--- config.mk ---
export PLATFORM = sky130hd
export DESIGN_NAME = sparse_polynomial_add_top
export DESIGN_NICKNAME = d
export VERILOG_FILES = /design/src/sv/spa_pkg.sv /design/src/sv/spa_term_mem.sv /design/src/sv/sparse_polynomial_add_top.sv
export VERILOG_INCLUDE_DIRS = /design/src /design/src/sv
export SDC_FILE = /design/constraint.sdc
export NUM_CORES = 1
export LEC_CHECK = 0
export ABC_CLOCK_PERIOD_IN_PS = 8940
export BUFFER_PORTS_ARGS = -buffer_cell sky130_fd_sc_hd__buf_2
export CORE_MARGIN = 2
export CORE_UTILIZATION = 55
export DETAILED_ROUTE_END_ITERATION = 8
export GPL_ROUTABILITY_DRIVEN = 0
export GPL_TIMING_DRIVEN = 0
export PLACE_DENSITY = 0.71
export SYNTH_ARGS = -nofsm -noshare
export SYNTH_HDL_FRONTEND = slang
export SYNTH_SLANG_ARGS = --single-unit
--- constraint.sdc ---
create_clock -name i_clk -period 8.94 [get_ports i_clk]
set_input_delay 0.894 -clock i_clk [delete_from_list [all_inputs] [get_ports i_clk]]
set_output_delay 0.894 -clock i_clk [all_outputs]
set_load 0.01 [all_outputs]
--- src/sv/sparse_polynomial_add_top_macros.svh ---
// ----------------------------------------------------------------------------
// sparse polynomial adder assertion macros
// concurrent check wrappers, empty when synthesizing
// ----------------------------------------------------------------------------
`ifndef SPARSE_POLYNOMIAL_ADD_TOP_MACROS_SVH
`define SPARSE_POLYNOMIAL_ADD_TOP_MACROS_SVH

`ifndef SYNTHESIS

// same-cycle implication
`define SPA_ASSERT_NOW(lbl, ante, cons, msg) \
    lbl: assert property (@(posedge i_clk) disable iff (!i_rst_n) (ante) |-> (cons)) \
        else $error(msg);

// next-cycle implication
`define SPA_ASSERT_NXT(lbl, ante, cons, msg) \
    lbl: assert property (@(posedge i_clk) disable iff (!i_rst_n) (ante) |=> (cons)) \
        else $error(msg);

`else

`define SPA_ASSERT_NOW(lbl, ante, cons, msg)
`define SPA_ASSERT_NXT(lbl, ante, cons, msg)

`endif

`endif

--- src/sv/spa_pkg.sv ---
`timescale 1ns / 1ps
// ----------------------------------------------------------------------------
// spa_pkg
// shared types and constants of the sparse polynomial adder
// ----------------------------------------------------------------------------
package spa_pkg;

    localparam int COEF_W       = 16;
    localparam int EXP_W        = 16;
    localparam int SUM_W        = COEF_W + 1;
    localparam int RESULT_LIMIT = 32;
    localparam int RES_CNT_W    = $clog2(RESULT_LIMIT + 1);

    // one stored term, exponent in the upper half
    typedef struct packed {
        logic [EXP_W-1:0]         expo;
        logic signed [COEF_W-1:0] coef;
    } t_term;

endpackage

--- src/sv/spa_term_mem.sv ---
`timescale 1ns / 1ps
// ----------------------------------------------------------------------------
// spa_term_mem
// term store of one polynomial, one write port, registered read port
// ----------------------------------------------------------------------------
module spa_term_mem
    import spa_pkg::*;
#(
    parameter int DEPTH  = 16,
    parameter int ADDR_W = 4
) (
    input  logic              i_clk,
    input  logic              i_we,
    input  logic [ADDR_W-1:0] i_waddr,
    input  t_term             i_wdata,
    input  logic [ADDR_W-1:0] i_raddr,
    output t_term             o_rdata
);

    t_term r_mem [0:DEPTH-1];
    t_term r_rdata;

    always_ff @(posedge i_clk) begin
        if (i_we) begin
            r_mem[i_waddr] <= i_wdata;
        end
        r_rdata <= r_mem[i_raddr];
    end

    assign o_rdata = r_rdata;

endmodule

--- src/sv/sparse_polynomial_add_top.sv ---
`timescale 1ns / 1ps
// ----------------------------------------------------------------------------
// sparse_polynomial_add_top
// adds two sparse polynomials by a sorted merge of their term lists
// ----------------------------------------------------------------------------
// Terms of both polynomials arrive on the slave stream, one per transfer,
// tuser[0] picking the list (0 first, 1 second) and tuser[1] set for a real
// term; a transfer with tuser[1] low closes its list, as does tlast. Terms
// beyond MAX_TERMS are dropped and transfers for an already closed list are
// ignored. Once both lists are closed the block merges them in ascending
// exponent order, adds coefficients of equal exponents, drops zero sums and
// streams the result terms (at most 32, last one with tlast) on the master
// stream; if nothing survives a single marker with tuser[0] set and tlast
// set is sent. Each merge step reads the term memories, whose read port is
// registered, in S_RD and then compares the exponents in S_CMP, which waits
// while the master stream is stalled; closing a run passes through S_FIN.
// The slave side is not ready during the merge.
// ----------------------------------------------------------------------------
module sparse_polynomial_add_top
    import spa_pkg::*;
#(
    parameter int MAX_TERMS = 16
) (
    input  logic        i_clk,
    input  logic        i_rst_n,
    // input terms
    input  logic        i_s_tvalid,
    output logic        o_s_tready,
    input  logic [31:0] i_s_tdata,   // [15:0] coefficient, [31:16] exponent
    input  logic [1:0]  i_s_tuser,   // [0] list_select, [1] term_valid
    input  logic        i_s_tlast,   // last_term
    // result terms
    output logic        o_m_tvalid,
    input  logic        i_m_tready,
    output logic [39:0] o_m_tdata,   // [16:0] sum_coefficient, [32:17] sum_exponent, zero pad
    output logic [0:0]  o_m_tuser,   // [0] result_empty
    output logic        o_m_tlast    // last_result
);

`include "sparse_polynomial_add_top_macros.svh"

    localparam int CNT_W  = $clog2(MAX_TERMS + 1);
    localparam int ADDR_W = (MAX_TERMS > 1) ? $clog2(MAX_TERMS) : 1;

    // sequencer states
    localparam logic [1:0] S_LOAD = 2'd0;   // taking terms
    localparam logic [1:0] S_RD   = 2'd1;   // memory read in flight
    localparam logic [1:0] S_CMP  = 2'd2;   // compare heads, one merge step
    localparam logic [1:0] S_FIN  = 2'd3;   // flush last term or empty marker

    // control registers
    logic [1:0]           r_state,   n_state;
    logic [CNT_W-1:0]     r_cnt_a,   n_cnt_a;
    logic [CNT_W-1:0]     r_cnt_b,   n_cnt_b;
    logic                 r_done_a,  n_done_a;
    logic                 r_done_b,  n_done_b;
    logic [CNT_W-1:0]     r_ptr_a,   n_ptr_a;
    logic [CNT_W-1:0]     r_ptr_b,   n_ptr_b;
    logic [RES_CNT_W-1:0] r_res_cnt, n_res_cnt;
    logic                 r_hold_vld, n_hold_vld;
    logic                 r_out_vld, n_out_vld;

    // payload registers
    logic signed [SUM_W-1:0] r_hold_coef, n_hold_coef;
    logic [EXP_W-1:0]        r_hold_exp,  n_hold_exp;
    logic signed [SUM_W-1:0] r_out_coef,  n_out_coef;
    logic [EXP_W-1:0]        r_out_exp,   n_out_exp;
    logic                    r_out_empty, n_out_empty;
    logic                    r_out_last,  n_out_last;

    // load side
    logic             in_xfer, sel, term_vld, sel_done, wr_en, close_list;
    logic [CNT_W-1:0] sel_cnt;
    t_term            wr_term;

    // merge side
    t_term                   rd_a, rd_b;
    logic                    a_left, b_left, take_a, take_b, cand_nz, out_free;
    logic signed [SUM_W-1:0] cand_coef;
    logic [EXP_W-1:0]        cand_exp;

    assign in_xfer  = i_s_tvalid && o_s_tready;
    assign sel      = i_s_tuser[0];
    assign term_vld = i_s_tuser[1];
    assign sel_done = sel ? r_done_b : r_done_a;
    assign sel_cnt  = sel ? r_cnt_b : r_cnt_a;
    assign wr_en    = in_xfer && !sel_done && term_vld && (sel_cnt < CNT_W'(MAX_TERMS));
    assign close_list = in_xfer && !sel_done && (!term_vld || i_s_tlast);
    assign wr_term.coef = i_s_tdata[15:0];
    assign wr_term.expo = i_s_tdata[31:16];

    spa_term_mem #(
        .DEPTH  (MAX_TERMS),
        .ADDR_W (ADDR_W)
    ) u_mem_a (
        .i_clk   (i_clk),
        .i_we    (wr_en && !sel),
        .i_waddr (r_cnt_a[ADDR_W-1:0]),
        .i_wdata (wr_term),
        .i_raddr (r_ptr_a[ADDR_W-1:0]),
        .o_rdata (rd_a)
    );

    spa_term_mem #(
        .DEPTH  (MAX_TERMS),
        .ADDR_W (ADDR_W)
    ) u_mem_b (
        .i_clk   (i_clk),
        .i_we    (wr_en && sel),
        .i_waddr (r_cnt_b[ADDR_W-1:0]),
        .i_wdata (wr_term),
        .i_raddr (r_ptr_b[ADDR_W-1:0]),
        .o_rdata (rd_b)
    );

    // head compare, equal exponents take both heads
    assign a_left = r_ptr_a < r_cnt_a;
    assign b_left = r_ptr_b < r_cnt_b;
    assign take_a = a_left && (!b_left || (rd_a.expo <= rd_b.expo));
    assign take_b = b_left && (!a_left || (rd_b.expo <= rd_a.expo));
    assign cand_coef = (take_a ? SUM_W'(rd_a.coef) : SUM_W'(0))
                     + (take_b ? SUM_W'(rd_b.coef) : SUM_W'(0));
    assign cand_exp = take_a ? rd_a.expo : rd_b.expo;
    assign cand_nz  = cand_coef != SUM_W'(0);
    assign out_free = !r_out_vld || i_m_tready;

    always_comb begin
        n_state     = r_state;
        n_cnt_a     = r_cnt_a;
        n_cnt_b     = r_cnt_b;
        n_done_a    = r_done_a;
        n_done_b    = r_done_b;
        n_ptr_a     = r_ptr_a;
        n_ptr_b     = r_ptr_b;
        n_res_cnt   = r_res_cnt;
        n_hold_vld  = r_hold_vld;
        n_hold_coef = r_hold_coef;
        n_hold_exp  = r_hold_exp;
        n_out_vld   = r_out_vld && !i_m_tready;
        n_out_coef  = r_out_coef;
        n_out_exp   = r_out_exp;
        n_out_empty = r_out_empty;
        n_out_last  = r_out_last;

        unique case (r_state)
            S_LOAD: begin
                if (wr_en && !sel) begin
                    n_cnt_a = r_cnt_a + 1'b1;
                end
                if (wr_en && sel) begin
                    n_cnt_b = r_cnt_b + 1'b1;
                end
                if (close_list && !sel) begin
                    n_done_a = 1'b1;
                end
                if (close_list && sel) begin
                    n_done_b = 1'b1;
                end
                if (n_done_a && n_done_b) begin
                    n_state = S_RD;
                end
            end
            S_RD: begin
                n_state = (a_left || b_left) ? S_CMP : S_FIN;
            end
            S_CMP: begin
                if (out_free) begin
                    n_ptr_a = r_ptr_a + CNT_W'(take_a);
                    n_ptr_b = r_ptr_b + CNT_W'(take_b);
                    n_state = S_RD;
                    if (cand_nz) begin
                        // previous held term is now known not to be the last
                        if (r_hold_vld) begin
                            n_out_vld   = 1'b1;
                            n_out_coef  = r_hold_coef;
                            n_out_exp   = r_hold_exp;
                            n_out_empty = 1'b0;
                            n_out_last  = 1'b0;
                        end
                        n_hold_vld  = 1'b1;
                        n_hold_coef = cand_coef;
                        n_hold_exp  = cand_exp;
                        n_res_cnt   = r_res_cnt + 1'b1;
                        if (r_res_cnt + 1'b1 == RES_CNT_W'(RESULT_LIMIT)) begin
                            n_state = S_FIN;
                        end
                    end
                end
            end
            S_FIN: begin
                if (out_free) begin
                    n_out_vld   = 1'b1;
                    n_out_coef  = r_hold_vld ? r_hold_coef : SUM_W'(0);
                    n_out_exp   = r_hold_vld ? r_hold_exp : EXP_W'(0);
                    n_out_empty = !r_hold_vld;
                    n_out_last  = 1'b1;
                    n_cnt_a     = '0;
                    n_cnt_b     = '0;
                    n_done_a    = 1'b0;
                    n_done_b    = 1'b0;
                    n_ptr_a     = '0;
                    n_ptr_b     = '0;
                    n_res_cnt   = '0;
                    n_hold_vld  = 1'b0;
                    n_state     = S_LOAD;
                end
            end
            default: begin
                n_state = S_LOAD;
            end
        endcase
    end

    always_ff @(posedge i_clk) begin
        if (!i_rst_n) begin
            r_state    <= S_LOAD;
            r_cnt_a    <= '0;
            r_cnt_b    <= '0;
            r_done_a   <= 1'b0;
            r_done_b   <= 1'b0;
            r_ptr_a    <= '0;
            r_ptr_b    <= '0;
            r_res_cnt  <= '0;
            r_hold_vld <= 1'b0;
            r_out_vld  <= 1'b0;
        end else begin
            r_state    <= n_state;
            r_cnt_a    <= n_cnt_a;
            r_cnt_b    <= n_cnt_b;
            r_done_a   <= n_done_a;
            r_done_b   <= n_done_b;
            r_ptr_a    <= n_ptr_a;
            r_ptr_b    <= n_ptr_b;
            r_res_cnt  <= n_res_cnt;
            r_hold_vld <= n_hold_vld;
            r_out_vld  <= n_out_vld;
        end
    end

    always_ff @(posedge i_clk) begin
        r_hold_coef <= n_hold_coef;
        r_hold_exp  <= n_hold_exp;
        r_out_coef  <= n_out_coef;
        r_out_exp   <= n_out_exp;
        r_out_empty <= n_out_empty;
        r_out_last  <= n_out_last;
    end

    assign o_s_tready = r_state == S_LOAD;
    assign o_m_tvalid = r_out_vld;
    assign o_m_tdata  = {7'b0, r_out_exp, r_out_coef};
    assign o_m_tuser  = r_out_empty;
    assign o_m_tlast  = r_out_last;

    // checks
    `SPA_ASSERT_NOW(a_res_limit, 1'b1, r_res_cnt <= RES_CNT_W'(RESULT_LIMIT),
        "result count above limit")
    `SPA_ASSERT_NOW(a_ptr_range, 1'b1, (r_ptr_a <= r_cnt_a) && (r_ptr_b <= r_cnt_b),
        "merge pointer beyond stored terms")
    `SPA_ASSERT_NOW(a_nonzero, o_m_tvalid && !o_m_tuser[0], r_out_coef != SUM_W'(0),
        "zero coefficient term sent")
    `SPA_ASSERT_NOW(a_empty_last, o_m_tvalid && o_m_tuser[0], o_m_tlast,
        "empty marker without last")

endmodule

# == Word level (Yosys, flattened, before mapping) ==
# Memories as Yosys holds them, arrays and structs flattened. A register that Yosys moved wholly into a read port is not among the register bits.
# Cells that the tools add are included.
# word_totals
word_cells,141
latch_bits,0
register_bits,100
ram_bits,1024
romBits,0
mem_count,2
# memory_table
name,words,word_bits,rd,rd_clocked_by_memory_dff,wr,line,source
u_mem_a.r_mem,16,32,1,1,1,spa_term_mem.sv:20,t_term r_mem [0:DEPTH-1];
u_mem_b.r_mem,16,32,1,1,1,spa_term_mem.sv:20,
# op_classes
reduce_logical,38
addsub,6
bitwise_logic,0
n_shift,0
n_eq_ne,11
n_lt_le_gt_ge,5
n_mux,63
mul,0
div_mod_pow,0
# op_table
op,count
$mux 17,7
$mux 16,6
$pmux 5 s2,4
$pmux 17 s2,1
$le 16x16->1,2
$pmux 16 s2,1
$mux 5,6
$mux 1,22
$mux 6,3
$add 17x17->17,1
$reduce_bool 17->1,1
$reduce_and 3->1,5
$logic_and 1x1->1,13
$pmux 1 s2,6
$pmux 6 s2,1
$add 5x1->5,2
$add 5x1->5 const B,2
$lt 5x5->1,2
$mux 2,5
$logic_not 1->1,8
$ne 2x2->1 const B,4
$pmux 2 s4,1
$add 6x1->6 const B,1
$eq 6x6->1 const B,1
10 further kinds,18

# == Longest topological paths before layout ==
# Gate-level depths: netlist (run 1).
# depth
ltp_word,10
mapped_depth,23
ltp_nobuf,22

# == Modules after synthesis ==
# From an unflattened synthesis (run 1), not the netlist that was laid out.
# hier_totals
hier_cells,2258
area_unflattened_um2,45608.7
# by_module_without_submodules
module,seq_area_each_um2,cells_each,instances,area_per_inst_um2
spa_term_mem (u_mem_a),16015.4,838,1,19854.0
spa_term_mem (u_mem_b),16015.4,838,1,19835.3
sparse_polynomial_add_top,2682.6,582,1,5919.4

# == Worst setup path before layout (run 1) ==
# No wires, ideal clock.
# synth_timing
path_type,reg-to-reg
startpoint,"register, netlist name u_mem_a.o_rdata[17]"
endpoint,register r_out_last (netlist: o_m_tlast) (enable)
t_arrival_ns,5.923
setup_slack_ns,2.589
stages_incl_launch_ff,24
setup_ns,0.427
period_less_slack_ns,6.351
path_cell_list,dfxtp_1 -> inv_1 -> ha_1 -> nor2b_1 -> o21a_1 -> o21a_1 -> o21a_1 -> o21a_1 -> o21ai_0 -> a21oi_1 -> o21a_1 -> clkbuf_1 -> and2_1 -> ha_1 -> fa_1 -> a211oi_2 -> o31ai_4 -> o211ai_2 -> o311a_1 -> o21a_1 -> mux2_2 -> nand3_4 -> a21oi_1 -> nor2_1
# synth_via
elab_chain_len,8
# synth_lines
element,line,source
$le 16x16->1 (on tied branches),"sparse_polynomial_add_top.sv:119, sparse_polynomial_add_top.sv:120",
$logic_or 1x1->1 (on tied branches),"sparse_polynomial_add_top.sv:119, sparse_polynomial_add_top.sv:120",
$logic_and 1x1->1 (on tied branches),"sparse_polynomial_add_top.sv:119, sparse_polynomial_add_top.sv:120",
$mux 17 (on tied branches),"sparse_polynomial_add_top.sv:121, sparse_polynomial_add_top.sv:122",
$add 17x17->17 *,sparse_polynomial_add_top.sv:122,+ (take_b ? SUM_W'(rd_b.coef) : SUM_W'(0));
$reduce_bool 17->1 *,sparse_polynomial_add_top.sv:124,assign cand_nz = cand_coef != SUM_W'(0);
$ne 2x2->1 (no line) *,n/a,
$reduce_and 5->1 (no line) *,n/a,
to (signal assigned),sparse_polynomial_add_top.sv:246,r_out_last <= n_out_last;
to (decl),sparse_polynomial_add_top.sv:69,"logic r_out_last, n_out_last;"
# Every way passes the cells marked *; elsewhere a longest branch is shown, timed or not.
# A chain may end at the register's enable or synchronous reset.

# == Final worst setup path (run 1) ==
# layout_timing
startpoint,"register, netlist name u_mem_a.o_rdata[17]"
endpoint,register r_hold_coef[7] (enable)
# layout_via
elab_chain_len,7
# layout_lines
element,line,source
$le 16x16->1 (on tied branches),"sparse_polynomial_add_top.sv:119, sparse_polynomial_add_top.sv:120",
$logic_or 1x1->1 (on tied branches),"sparse_polynomial_add_top.sv:119, sparse_polynomial_add_top.sv:120",
$logic_and 1x1->1 (on tied branches),"sparse_polynomial_add_top.sv:119, sparse_polynomial_add_top.sv:120",
$mux 17 (on tied branches),"sparse_polynomial_add_top.sv:121, sparse_polynomial_add_top.sv:122",
$add 17x17->17 *,sparse_polynomial_add_top.sv:122,
$reduce_bool 17->1 *,sparse_polynomial_add_top.sv:124,
$reduce_and 3->1 (no line) *,n/a,
to (signal assigned),sparse_polynomial_add_top.sv:241,r_hold_coef <= n_hold_coef;
to (decl),sparse_polynomial_add_top.sv:64,"logic signed [SUM_W-1:0] r_hold_coef, n_hold_coef;"
# Marks and branches as above.

==> impl_metrics.toml, run 1 <==
[run_status]
status = "completed"

[timing]
clock_skew_ps = 32.3
fin_crit_sh_pct = 81.0
min_period_ps = 7240
fin_setup_tns_ps = 0
max_freq_mhz = 138
setup_slack_ps = 1700
slew_headroom_pct = 9.22
slew_viol_final = 0
hold_viol = 0
worstMarginPinSlew_ps = 1360
setup_viol = 0
rsz0062_at_grt = "false"

[clock_network]
root_buffer = "clkbuf_16"
cts_max_path_buffers = 3
h-tree-depth = 3
clkSinkCount = 1188
cts_setup_buffers = 0
cts_hold_buf = 0
clkTransAtPathRegs_ps = 70
cts_tree = "done"
clk_latency_ps = 700
cts_resized = 0
numCtsBuffers = 113

[layout]
fin_nets = 2426
fillCellCount = 5338
utilization_pct = 63.0
syn_to_final_growth_pct = 13.3
final_cells = 3504
drive_above_1_share_pct = 27.5

[setup_path]
required_ps = 9250
worstSetupPathType = "flip-flop to flip-flop"
start_kind = "flip-flop"
cp_max_fo = 33
cp.arrival_ps = 7540
worstSetupEndpointType = "flip-flop"

[power_and_ir_drop]
vdd.ir_drop.worst_uv = 154
power_mw = 11.2
powerDensity_nw_per_um2 = 216
p_leak_nw = 16.4

[routing]
drt-total-wl_mm = 111
remaining_drc_errors = 0
drtAntennaViolNets = 0
vias_per_cell = 6.43
wl_per_cell_um = 31.7
first_pass_iters = 5
drtIter0Drc = 2858
vias = 22500

[place]
placed_cells = 3286
place_hpwl_mm = 70.8
io_buffers = 74
pre_cts_ws_ps = 1820

[synthesis]
synth_area_leaders = "edfxtp_1 (72%), mux4_2 (16%), dfxtp_1 (4.2%)"
synth.yosys.seq_area_share_pct = 75.9
synth-edff-count = 1092
yosysWarnings = 0
synth_top_area_cell = "edfxtp_1"
syn_inst = 2103
yosysMostFrequentCell = "edfxtp_1"
syn_area_per_cell_um2 = 21.8
synthTopCellsByCount = "edfxtp_1 (1092), mux4_2 (320), dfxtp_1 (96)"
syn_area_um2 = 45800
async_reset_ff_share_pct = 0
ys_ff_latch = 1188
ys_types = 67
synthFlopType = "edfxtp_1"
netlist.area_leader.share_pct = 71.7

[floorplanning]
rows = 105
ioPinCount = 83
dieArea_um2 = 85500
die_w_um = 292
die_h_um = 292
start_util_pct = 55.6
coreArea_um2 = 82200

[global_route]
grt_pass1_wl_mm = 157
grt_max_degree = 34
grt-ovfl-total = 0
grt_pass1_vias = 22700
antenna_found_initial = 8
grt_usage_pct = 26.3

[worst_hold_path]
hold_path_class = "flip-flop to flip-flop"

[flow_run]
max-cap-violations = 0
==> path summary, 6_finish.rpt <==
path | start | to | slack (ps) | cells after the start
min reg2reg | r_cnt_a[4]$_SDFFE_PN0P_ | r_cnt_a[4]$_SDFFE_PN0P_ | 490 | 2
min | r_cnt_a[4]$_SDFFE_PN0P_ | r_cnt_a[4]$_SDFFE_PN0P_ | 490 | 2
max reg2reg | u_mem_a.o_rdata[17]$_DFF_P_ | r_hold_coef[7]$_DFFE_PP_ | 1700 | 23
max | u_mem_a.o_rdata[17]$_DFF_P_ | r_hold_coef[7]$_DFFE_PP_ | 1700 | 23
==> metrics by stage <==
stage	area, um^2	hold slack (ps)
5_1_grt	51800	517
6_report	51800	492
4_1_cts	51800	487
3_3_place_gp	47500	476
3_5_place_dp	48200	480
2_1_floorplan	45800	448
==> per-layer routing <==
| metal | GRT usage, % | wire length (um) |
|---|---|---|
| met1 | 37.2 | 43500 |
| met2 | 41.4 | 52900 |
| met3 | 5.25 | 10800 |
| met4 | 9.42 | 3860 |
| met5 | 0 | 0 |
==> worst max-delay path, stage by stage (launching register included) <==
cell and delay, ps:
dfxtp_1 450, inv_1 70, ha_1 310, nor2b_1 140, o21a_1 160, o21a_1 170, o21a_1 170, o21a_1 170
o21ai_0 270, a21oi_1 200, a31oi_1 700, clkbuf_1 540, and2_1 220, ha_1 230, fa_1 250, a211oi_2 110
o31ai_4 320, o211ai_2 170, o311a_1 360, o21a_1 220, mux2_2 330, nand4_1 240, nand2_1 220, nor2_4 800
==> kinds of logic (layout without fill, tap and decap cells) <==
logic type	count (synthesis)	in the layout	synth area share, %
compound gates	98	98	1.53
xor+xnor	19	19	0.405
fa+ha+maj	55	55	1.52
buf+inv	142	465	1.25
flops	1188	1188	75.9
mux	342	342	16.3
other cells	1	9	0.00820
simple gates	258	258	3.14
==> cell type report <==
type | instances | area [um^2] | area share (%)
clock buffers | 160 | 3240 | 6.25
repair buffers | 108 | 1050 | 2.03
clock inverters | 55 | 373 | 0.719
well taps | 1070 | 1340 | 2.58
diodes | 2 | 5.00 | 0.00965
flip-flops and latches | 1188 | 34700 | 67.0
plain buffers | 97 | 407 | 0.784
inverters | 45 | 169 | 0.326
multi-input cells | 779 | 10500 | 20.3
==> flip-flops by register name (all words and copies together), names as in the netlist, 16 cells and up <==
register,cells
u_mem_a.r_mem,512
u_mem_b.r_mem,512
u_mem_a.o_rdata,32
u_mem_b.o_rdata,32
r_hold_coef,17
r_out_coef,17
r_hold_exp,16
r_out_exp,16
==> power breakdown <==
group | leakage, nW | internal [mW] | switching [mW]
Combinational | 4.01 | 0.156 | 0.284
Sequential | 10.6 | 6.14 | 0.0357
Clock | 1.77 | 2.58 | 2.02
==> cells in the final DEF (no fill, tap or decap), types with 16 or more instances in the layout <==
cell       synthesis  final
inv_1             45     45
a21oi_1           26     26
and2_2             1     25
nand3_1           16     16
buf_1             35     32
dfxtp_1           96     96
clkbuf_16          0    116
clkbuf_8           0     17
clkinv_1           0     21
nand2_1           32     32
buf_12             0     32
and2_1            90     66
clkbuf_1          52     79
nor2_1            47     45
clkinv_2           0     19
edfxtp_1        1092   1092
buf_2              1     75
ha_1              54     54
mux4_2           320    320
(Power assumes the default switching activity.)
==> run 2, diff against run 1 <==
--- a/config.mk
+++ b/config.mk
@@ -6,14 +6,14 @@
 export SDC_FILE = /design/constraint.sdc
 export NUM_CORES = 1
 export LEC_CHECK = 0
-export ABC_CLOCK_PERIOD_IN_PS = 8940
+export ABC_CLOCK_PERIOD_IN_PS = 6400
 export BUFFER_PORTS_ARGS = -buffer_cell sky130_fd_sc_hd__buf_2
 export CORE_MARGIN = 2
 export CORE_UTILIZATION = 55
 export DETAILED_ROUTE_END_ITERATION = 8
 export GPL_ROUTABILITY_DRIVEN = 0
 export GPL_TIMING_DRIVEN = 0
-export PLACE_DENSITY = 0.71
+export PLACE_DENSITY = 0.74
 export SYNTH_ARGS = -nofsm -noshare
 export SYNTH_HDL_FRONTEND = slang
 export SYNTH_SLANG_ARGS = --single-unit
==> constraint.sdc (replaced) <==
create_clock -name i_clk -period 6.4 [get_ports i_clk]
set_input_delay 0.64 -clock i_clk [delete_from_list [all_inputs] [get_ports i_clk]]
set_output_delay 0.64 -clock i_clk [all_outputs]
set_load 0.01 [all_outputs]
==> impl_metrics.toml, run 2 (synthesized netlist as in run 1, its figures left out) <==
[run_status]
status = "completed"

[global_route]
grt_pass1_wl_mm = 158
grt_use_met1_pct = 35.2
use_met2_pct = 42.8
grtUsageMet3_pct = 5.38
grt_pass1_vias = 23200
antenna_found_initial = 11
grt_max_degree = 33
grt_most_used_layer = "met2"
grt-ovfl-total = 0
grt_usage_pct = 26.0

[power_and_ir_drop]
vdd.ir_drop.worst_uv = 280
powerDensity_nw_per_um2 = 313
p_leak_nw = 16.6
power_mw = 16.4

[clock_network]
root_buffer = "clkbuf_16"
h-tree-depth = 3
clkSinkCount = 1188
clk_latency_ps = 680
cts_hold_buf = 0
cts_tree = "done"
clkTransAtPathRegs_ps = 60
numCtsBuffers = 116
cts_max_path_buffers = 3

[setup_path]
worstSetupPathType = "flip-flop to flip-flop"
worstSetupEndpointType = "flip-flop"
rr_startpoint = "u_mem_a.o_rdata[25]$_DFF_P_"
cp_max_fo = 17
cp.arrival_ps = 6500
required_ps = 6700
start_kind = "flip-flop"
crit_end = "r_out_coef[6]$_DFFE_PP_"
r2r_cells = 20
r2r_slack_ps = 200
worst_r2r_endpoint = "r_out_coef[6]$_DFFE_PP_"
startpoint = "u_mem_a.o_rdata[25]$_DFF_P_"

[timing]
slew_viol_final = 0
min_period_ps = 6200
fin_crit_sh_pct = 96.9
hold_viol = 0
slew_headroom_pct = 16.9
clock_skew_ps = 23.3
hold_slack_ps = 320
worstMarginPinSlew_ps = 1250
max_freq_mhz = 161
setup_viol = 0

[floorplanning]
ioPinCount = 83
rows = 105
die_w_um = 292
dieArea_um2 = 85500
start_util_pct = 55.6
coreArea_um2 = 82200
die_h_um = 292

[worst_hold_path]
hold_path_class = "input port to flip-flop"

[routing]
remaining_drc_errors = 0
vias = 22600
drt-total-wl_mm = 110
drtAntennaViolNets = 0
vias_per_cell = 6.43
wl_per_cell_um = 31.3
drtIter0Drc = 2886
first_pass_iters = 7

[layout]
drive_above_1_share_pct = 27.9
fillCellCount = 5292
layout_common_cells = "edfxtp_1 (1092), mux4_2 (320), clkbuf_16 (119), dfxtp_1 (96), clkbuf_1 (76)"
final_common_cell = "edfxtp_1"
ff_latch_area_um2 = 34700
top_regs = "u_mem_a.r_mem x512, u_mem_b.r_mem x512"
multi_input_area_um2 = 10600
fin_nets = 2431
final_cells = 3510
syn_to_final_growth_pct = 14.3

[place]
placed_cells = 3285
place_hpwl_mm = 68.6
io_buffers = 74

[flow_run]
max-cap-violations = 0
[run 2: cell types whose count changed in the layout (fill, tap and decap cells not counted), sizes merged]
cell      delta
clkinvlp     +4
diode        +3
nor2         +2
inv          -3
buf          +3
clkbuf       -4
clkinv      -14
bufinv      +15
[run 2: per-stage QoR]
stage / utilization [%] / setup TNS (ps) / worst slack (ps) / instance area [um^2]
after floorplan: - / 0 / 49.5 / 45800
after global placement: 57.7 / -85110 / -1400 / 47500
after detailed placement: 58.6 / -7430 / -165 / 48200
after CTS: 63.5 / 0 / 62.8 / 52200
after global routing: 63.6 / -873 / -29.7 / 52300
final: 63.6 / 0 / 201 / 52300
[run 2: critical path, stage by stage, from the launching register on]
cell	delay [ps]
dfxtp_1	470
inv_1	100
ha_1	340
nand4_1	110
or2_2	310
o221a_2	310
a21oi_1	260
a31oi_2	260
clkbuf_1	340
and2_1	260
ha_1	240
fa_1	480
a211oi_2	370
o31ai_4	130
o211ai_2	260
o311a_1	220
o21a_1	180
mux2_2	390
nand3_4	150
a21oi_2	130
nor2_4	480
[run 2: worst min path at each step]
| stage | start | endpoint | slack [ps] | depth (start not counted) |
|---|---|---|---|---|
| after floorplan | r_cnt_a[4]$_SDFFE_PN0P_ | r_cnt_a[4]$_SDFFE_PN0P_ | 450 | 2 |
| after global placement | r_res_cnt[5]$_SDFFE_PN0P_ | r_res_cnt[5]$_SDFFE_PN0P_ | 470 | 2 |
| after detailed placement | r_cnt_b[4]$_SDFFE_PN0P_ | r_cnt_b[4]$_SDFFE_PN0P_ | 490 | 2 |
| after CTS | i_s_tuser[0] | r_done_a$_SDFFE_PN0P_ | 290 | 4 |
| after global routing | i_s_tuser[0] | r_done_a$_SDFFE_PN0P_ | 330 | 4 |
| final | i_s_tuser[0] | r_done_a$_SDFFE_PN0P_ | 320 | 4 |
[run 2: area by class of cell]
type                       count  area share [%]
antenna                        5          0.0239
buffer                        97           0.773
clock buffer                 159            6.27
clock inverter                57            1.39
inverter                      45           0.323
multi-input combinational    781            20.2
sequential                  1188            66.4
tap                         1070            2.56
timing repair buffer         108            2.04
[run 2: per-layer routing]
metal  up-vias  share of wire (%)  wire (um)
met5         -              0.011         12
met4         2                3.2       3560
met3       243                9.2      10100
met2      1210                 50      54400
met1     11900                 38      41600
li1       9178                  -          -
[run 2: timing repair]
item                                    CTS  global route
resized for setup                         3             4
setup buffers                             0             2
pin swaps                                 1             2
gates cloned                              2             0
endpoints found under the hold margin     0             0
endpoints found under the setup margin   68            69
[run 2: where the power goes]
part / switching, mW / total [mW] / internal (mW)
registers: 0.0600 / 8.64 / 8.58
clock network: 2.85 / 7.11 / 4.25
logic: 0.398 / 0.625 / 0.226
total: 3.31 / 16.4 / 13.1
